$ cat src/hdl/nrmc_pkg.sv
package nrmc_pkg;

    localparam logic [7:0] CH_DOLLAR = 8'h24;
    localparam logic [7:0] CH_STAR   = 8'h2A;
    localparam logic [7:0] CH_COMMA  = 8'h2C;
    localparam logic [7:0] CH_R      = 8'h52;
    localparam logic [7:0] CH_M      = 8'h4D;
    localparam logic [7:0] CH_C      = 8'h43;
    localparam logic [7:0] CH_G      = 8'h47;
    localparam logic [7:0] CH_A      = 8'h41;
    localparam logic [7:0] CH_ZERO   = 8'd48;
    localparam logic [7:0] CH_NINE   = 8'd57;
    localparam logic [7:0] HEX_ALPHA_BIAS = 8'd55;

    localparam logic [3:0] FIELD_TIME  = 4'd1;
    localparam logic [3:0] FIELD_FIX   = 4'd2;
    localparam logic [3:0] FIELD_DATE  = 4'd9;
    localparam logic [3:0] FIELD_MAX   = 4'd15;
    localparam logic [2:0] DIGIT_COUNT = 3'd6;
    localparam logic [2:0] POS_MAX     = 3'd7;
    localparam logic [2:0] HDR_FIRST   = 3'd3;
    localparam logic [2:0] HDR_MID     = 3'd4;
    localparam logic [2:0] HDR_LAST    = 3'd5;

    localparam logic KIND_RMC = 1'b0;

    typedef enum logic [1:0] {
        PH_BODY = 2'd0,
        PH_HIGH = 2'd1,
        PH_LOW  = 2'd2
    } phase_t;

    typedef struct packed {
        logic        in_sentence;
        logic [2:0]  header_position;
        logic        header_match;
        logic [3:0]  field_count;
        logic [2:0]  field_position;
        logic [7:0]  running_xor;
        phase_t      checksum_phase;
        logic [3:0]  received_high_nibble;
        logic [23:0] time_digits;
        logic [23:0] date_digits;
        logic        valid_seen;
        logic        digit_error;
    } parse_state_t;

    typedef struct packed {
        logic [6:0] hour;
        logic [6:0] minute;
        logic [6:0] second;
        logic [6:0] day;
        logic [6:0] month;
        logic [6:0] year;
        logic       fix_valid;
        logic       checksum_ok;
        logic       format_error;
    } result_t;

    function automatic logic [3:0] hex_value(input logic [7:0] c);
        logic [7:0] v;
        v = (c > CH_NINE) ? (c - HEX_ALPHA_BIAS) : (c - CH_ZERO);
        return v[3:0];
    endfunction

    // two bcd-like nibbles to binary, kept to 7 bits
    function automatic logic [6:0] pair_value(input logic [3:0] hi, input logic [3:0] lo);
        logic [7:0] v;
        v = {1'b0, hi, 3'b000} + {3'b000, hi, 1'b0} + {4'b0000, lo};
        return v[6:0];
    endfunction

endpackage

$ cat src/hdl/nrmc_byte_step.sv
module nrmc_byte_step
    import nrmc_pkg::*;
(
    input  parse_state_t st,
    input  logic [7:0]   rx_byte,
    input  logic         kind,
    output parse_state_t st_next,
    output result_t      result,
    output logic         result_fire
);

    logic       rmc;
    logic [2:0] hp;
    logic [7:0] want;
    logic       close_err;
    logic       is_digit;
    logic [3:0] digit;
    logic [7:0] rx_sum;

    always_comb
    begin
        rmc       = (kind == KIND_RMC);
        hp        = st.header_position + 3'd1;
        is_digit  = rx_byte inside {[CH_ZERO:CH_NINE]};
        digit     = is_digit ? rx_byte[3:0] : 4'd0;
        close_err = rmc && (st.field_count == FIELD_TIME || st.field_count == FIELD_DATE)
                    && (st.field_position < DIGIT_COUNT);
        rx_sum    = {st.received_high_nibble, hex_value(rx_byte)};
        case (hp)
            HDR_FIRST: want = rmc ? CH_R : CH_G;
            HDR_MID:   want = rmc ? CH_M : CH_G;
            HDR_LAST:  want = rmc ? CH_C : CH_A;
            default:   want = 8'h00;
        endcase

        st_next     = st;
        result      = '0;
        result_fire = 1'b0;

        if (rx_byte == CH_DOLLAR)
        begin
            st_next             = '0;
            st_next.in_sentence = 1'b1;
        end
        else if (!st.in_sentence)
        begin
            st_next = st;
        end
        else if (!st.header_match)
        begin
            if (rx_byte == CH_STAR)
            begin
                st_next = '0;
            end
            else if (hp >= HDR_FIRST && rx_byte != want)
            begin
                st_next = '0;
            end
            else
            begin
                st_next.header_position = hp;
                st_next.running_xor     = st.running_xor ^ rx_byte;
                if (hp == HDR_LAST)
                begin
                    st_next.header_match = 1'b1;
                end
            end
        end
        else
        begin
            case (st.checksum_phase)
                PH_HIGH:
                begin
                    st_next.received_high_nibble = hex_value(rx_byte);
                    st_next.checksum_phase       = PH_LOW;
                end
                PH_LOW:
                begin
                    result_fire        = 1'b1;
                    result.checksum_ok = (rx_sum == st.running_xor);
                    if (rmc)
                    begin
                        result.hour   = pair_value(st.time_digits[23:20], st.time_digits[19:16]);
                        result.minute = pair_value(st.time_digits[15:12], st.time_digits[11:8]);
                        result.second = pair_value(st.time_digits[7:4], st.time_digits[3:0]);
                        result.day    = pair_value(st.date_digits[23:20], st.date_digits[19:16]);
                        result.month  = pair_value(st.date_digits[15:12], st.date_digits[11:8]);
                        result.year   = pair_value(st.date_digits[7:4], st.date_digits[3:0]);
                        result.fix_valid    = st.valid_seen;
                        result.format_error = st.digit_error;
                    end
                    st_next = '0;
                end
                default:
                begin
                    if (rx_byte == CH_STAR)
                    begin
                        st_next.digit_error    = st.digit_error | close_err
                                                 | (rmc && st.field_count < FIELD_DATE);
                        st_next.checksum_phase = PH_HIGH;
                    end
                    else
                    begin
                        st_next.running_xor = st.running_xor ^ rx_byte;
                        if (rx_byte == CH_COMMA)
                        begin
                            st_next.digit_error = st.digit_error | close_err;
                            if (st.field_count < FIELD_MAX)
                            begin
                                st_next.field_count = st.field_count + 4'd1;
                            end
                            st_next.field_position = 3'd0;
                        end
                        else
                        begin
                            if (rmc && st.field_position < DIGIT_COUNT &&
                                (st.field_count == FIELD_TIME || st.field_count == FIELD_DATE))
                            begin
                                if (!is_digit)
                                begin
                                    st_next.digit_error = 1'b1;
                                end
                                // first digit sits in the top nibble
                                for (int i = 0; i < 6; i++)
                                begin
                                    if (st.field_position == 3'(i))
                                    begin
                                        if (st.field_count == FIELD_TIME)
                                        begin
                                            st_next.time_digits[23 - 4*i -: 4] = digit;
                                        end
                                        else
                                        begin
                                            st_next.date_digits[23 - 4*i -: 4] = digit;
                                        end
                                    end
                                end
                            end
                            if (rmc && st.field_count == FIELD_FIX && st.field_position == 3'd0)
                            begin
                                st_next.valid_seen = (rx_byte == CH_A);
                            end
                            if (st.field_position < POS_MAX)
                            begin
                                st_next.field_position = st.field_position + 3'd1;
                            end
                        end
                    end
                end
            endcase
        end
    end

endmodule

$ cat src/hdl/nmea_rmc_sentence_parser_core.sv
// channel  | handshake                | payload
// cfg      | cfg_valid / cfg_ready    | cfg_data (sentence kind, 0 = rmc, 1 = gga)
// in       | in_valid / in_ready      | rx_byte
// out      | out_valid / out_ready    | hour .. year, fix_valid, checksum_ok, format_error
//
// one byte per cycle while no result is stalled on out_ready; each byte passes through
// the input register, and the last byte of a sentence loads the result register.
// the input register and the result register decouple the two sides, so a
// stalled result only holds the parse stage when the next byte would replace it.
// reset clears the parse state, the mode and both valid flags; cfg_ready is always high.
module nmea_rmc_sentence_parser_core
    import nrmc_pkg::*;
(
    input  logic       clk,
    input  logic       rst_n,
    input  logic       cfg_valid,
    output logic       cfg_ready,
    input  logic       cfg_data,
    input  logic       in_valid,
    output logic       in_ready,
    input  logic [7:0] rx_byte,
    output logic       out_valid,
    input  logic       out_ready,
    output logic [6:0] hour,
    output logic [6:0] minute,
    output logic [6:0] second,
    output logic [6:0] day,
    output logic [6:0] month,
    output logic [6:0] year,
    output logic       fix_valid,
    output logic       checksum_ok,
    output logic       format_error
);

    logic         kind_reg;
    logic         in_valid_reg;
    logic [7:0]   in_byte_reg;
    parse_state_t st_reg;
    parse_state_t st_next;
    logic         out_valid_reg;
    logic         out_valid_next;
    result_t      res_reg;
    result_t      res_next;
    logic         res_fire;
    logic         advance;

    nrmc_byte_step u_step
    (
        .st          (st_reg),
        .rx_byte     (in_byte_reg),
        .kind        (kind_reg),
        .st_next     (st_next),
        .result      (res_next),
        .result_fire (res_fire)
    );

    assign cfg_ready = 1'b1;
    assign advance   = in_valid_reg && (!res_fire || !out_valid_reg || out_ready);
    assign in_ready  = !in_valid_reg || advance;

    always_comb
    begin
        if (advance && res_fire)
        begin
            out_valid_next = 1'b1;
        end
        else if (out_ready)
        begin
            out_valid_next = 1'b0;
        end
        else
        begin
            out_valid_next = out_valid_reg;
        end
    end

    always_ff @(posedge clk or negedge rst_n)
    begin
        if (!rst_n)
        begin
            kind_reg      <= KIND_RMC;
            in_valid_reg  <= 1'b0;
            st_reg        <= '0;
            out_valid_reg <= 1'b0;
        end
        else
        begin
            if (cfg_valid)
            begin
                kind_reg <= cfg_data;
            end
            if (in_ready)
            begin
                in_valid_reg <= in_valid;
            end
            if (advance)
            begin
                st_reg <= st_next;
            end
            out_valid_reg <= out_valid_next;
        end
    end

    always_ff @(posedge clk)
    begin
        if (in_valid && in_ready)
        begin
            in_byte_reg <= rx_byte;
        end
        if (advance && res_fire)
        begin
            res_reg <= res_next;
        end
    end

    assign out_valid    = out_valid_reg;
    assign hour         = res_reg.hour;
    assign minute       = res_reg.minute;
    assign second       = res_reg.second;
    assign day          = res_reg.day;
    assign month        = res_reg.month;
    assign year         = res_reg.year;
    assign fix_valid    = res_reg.fix_valid;
    assign checksum_ok  = res_reg.checksum_ok;
    assign format_error = res_reg.format_error;

endmodule
$ cat config.mk
export PLATFORM = sky130hd
export DESIGN_NAME = nmea_rmc_sentence_parser_core
export DESIGN_NICKNAME = d
export VERILOG_FILES = /design/src/hdl/nrmc_pkg.sv /design/src/hdl/nrmc_byte_step.sv /design/src/hdl/nmea_rmc_sentence_parser_core.sv
export SDC_FILE = /design/constraint.sdc
export NUM_CORES = 1
export LEC_CHECK = 0
export ABC_AREA = 1
export BUFFER_PORTS_ARGS = -buffer_cell sky130_fd_sc_hd__clkbuf_2
export CAP_MARGIN = 0
export CORE_ASPECT_RATIO = 0.7
export CORE_UTILIZATION = 50
export CTS_CLUSTER_SIZE = 16
export DETAILED_ROUTE_END_ITERATION = 10
export PLACE_DENSITY = 0.69
export SLEW_MARGIN = 10
export SYNTH_ARGS = -nofsm -noshare
export SYNTH_HDL_FRONTEND = slang
export SYNTH_SLANG_ARGS = --single-unit
$ cat constraint.sdc
create_clock -name clk -period 3.87 [get_ports clk]
set_input_delay 0 -clock clk [delete_from_list [all_inputs] [get_ports clk]]
set_output_delay 0 -clock clk [all_outputs]
set_load 0.05 [all_outputs]
==> reports/metrics.csv <==
metric,value,unit
status,completed,
synth-main-ff-cell,dfrtp_1,
crit_type,reg2reg,
vias,6174,
ant_nets,0,
place_congestion,0.874,
synthArstFlopShare,59.8,%
synth.area.top_cells,"dfrtp_1, edfxtp_1, nand2_1",
power_density,528,nW/um^2
worst_skew_pair.late_latency,0.42,ns
cts_setup_buffers,0,
period_share,76.8,%
clk_pin_slew,0.06,ns
syn_nets,974,
grt_pass1_wl,28600,um
placementRows,37,
grt_antenna_before_repair,0,
dieHeight,105,um
syn2layout_area_growth,17.1,%
gr-total-overflow,0,
drv_cap,0,
finalPower,0.00472,W
stdcell_area,8940,sq um
fin_crit,2.97,ns
synth_seq_cells,132,
yosysWarnings,0,
synthesis.area,7640,sq um
whs,0.138,ns
yosysTopAreaCell,dfrtp_1,
ff_latch_area,3570,sq um
seqPwrFrac,36.2,%
setup_viol,0,
grt_use_total,23.3,%
power.static_leakage,4.57,nW
cts-root-buf,clkbuf_16,
switching_power,0.00168,W
drive_gt1_share,13.3,%
die_area,15800,sq um
cts_buffer_depth,2,
yosysUniqueCellTypes,40,
worstPathRequired,4.18,ns
largest_reg_flops,76,
core_area,14800,sq um
start_util,51.6,%
fmax,0.336,GHz
routed_wl,17000,um
cp.arrival,3.28,ns
ys_seq_area_share,46.7,%
clkPwrFrac,36.7,%
drtIter0Drc,542,
numClockSinks,132,
rsz0062_at_grt,no,
finalNetCount,1057,
cp-start-kind,flip-flop,
finalHoldViolCount,0,
synthTopCellsByCount,"nand2_1, inv_1, nand3_1, dfrtp_1, nor2_1",
synth.avg_cell_area,8.62,sq um
grt_pass1_vias,5832,
vdd_drop_max,346,uV
switching_share,35.6,%
n_antenna_cell,0,
cts_buffers,17,
yosys.area.top_type_share,25.9,%
p_int,0.00304,W
vias_per_cell,5.25,
grt_max_degree,60,
fin_skew,0.0120,ns
routedWlPerCell,14.4,um
p_comb_share,27.1,%
yosysMostFrequentCell,nand2_1,
cts_tree,yes,
hold_path.class,in2async,
ioPinCount,62,
synth_enable_flop_cells,53,
max_slew_margin,57.9,%
portBuffers,60,
cp-end-kind,flip-flop,
syn_inst,886,
firstDrtPassIters,6,
multi_input_area,3590,sq um
setup_tns,0,ns
crit_fanout,59,
die_w,150,um
placed_area,8170,sq um
worst_pin_slew,0.630,ns
drc_errors,0,
nFillCells,1284,
finalMaxSlewViolations,0,
dp_hpwl,11700,um
htreeDepth,4,
[per-layer routing]
| layer | GRT usage [%] | wire length [um] |
|---|---|---|
| met5 | 0 | 0 |
| met4 | 6.35 | 169 |
| met1 | 35.5 | 8760 |
| met2 | 33.2 | 7080 |
| met3 | 4.98 | 995 |
[path summary, 6_finish.rpt]
kind	slack, ns	cells after the start	start	endpoint
min reg2reg	0.48	2	st_reg[42]	st_reg[42]
max in group asynchronous	2.83	3	rst_n	st_reg[1]
min in group clk	0.29	2	rx_byte[3]	in_byte_reg[3]
max reg2reg	0.90	14	in_byte_reg[0]	st_reg[8]
max	0.90	14	in_byte_reg[0]	st_reg[8]
min	0.14	2	rst_n	kind_reg
[cell families (layout without fill, tap and decap cells)]
family / Yosys count / in the layout / share of synthesized area [%]
flip-flops: 132 / 132 / 46.7
buffers and inverters: 122 / 218 / 6.36
AO/OA/AOI/OAI: 68 / 68 / 4.96
adder cells (fa/ha/maj): 74 / 74 / 13.3
XOR/XNOR: 9 / 9 / 1.03
other: 1 / 1 / 0.0491
AND/OR/NAND/NOR: 480 / 480 / 27.6
[through the flow]
| stage | setup WS (ns) | instances | utilization [%] |
|---|---|---|---|
| after detailed placement | 0.954 | 1131 | 55.2 |
| after CTS | 0.917 | 1177 | 60.4 |
| after global routing | 0.611 | 1177 | 60.4 |
| after global placement | 0.966 | 1131 | 55.2 |
| final | 0.896 | 1177 | 60.4 |
| after floorplan | 0.857 | 886 | - |
[critical path, stage by stage, from the launching register on]
cell and delay (ns):
edfxtp_1 0.48, inv_1 0.22, ha_1 0.19, inv_1 0.08, nor3_4 0.25, nand2_2 0.19, inv_2 0.12, nor2_1 0.06
nand2_1 0.12, nand3_2 0.15, a21oi_4 0.13, buf_4 0.45, nand2_1 0.22, nand2_1 0.12, nand2_1 0.05
[cell usage in the layout (no fill, tap or decap), drive strengths merged, types with 9 or more instances in the layout]
cell | netlist | final
nand2 | 252 | 252
nand3 | 96 | 96
nor3 | 14 | 14
or2 | 9 | 9
dfrtp | 79 | 79
a21oi | 28 | 28
nor2 | 78 | 78
fa | 12 | 12
nand4 | 23 | 23
ha | 62 | 62
o21ai | 26 | 26
buf | 13 | 10
clkbuf | 6 | 76
dlygate4sd3 | 0 | 14
edfxtp | 53 | 53
inv | 102 | 105
[layout make-up]
class,instances,area share [%]
Multi-Input combinational cell,632,40.2
Sequential cell,132,39.9
Timing Repair Buffer,83,5.85
Clock buffer,17,4.76
Inverter,103,4.32
Tap cell,195,2.73
Clock inverter,15,2.29
[power by group through the flow]
stage          clock [W]  combinational (W)  sequential (W)
6_report         0.00173            0.00128         0.00171
5_1_grt          0.00182            0.00145         0.00172
4_1_cts          0.00176            0.00126         0.00170
3_5_place_dp           0            0.00124         0.00173
3_3_place_gp           0            0.00124         0.00172
2_1_floorplan          0           0.000991         0.00169
[repair_timing]
action                    4_1_cts  5_1_grt
hold endpoints to repair       55        0
hold buffers                   14        0
resized for setup               0        0
No activity file was read; power rests on OpenSTA's default activity.
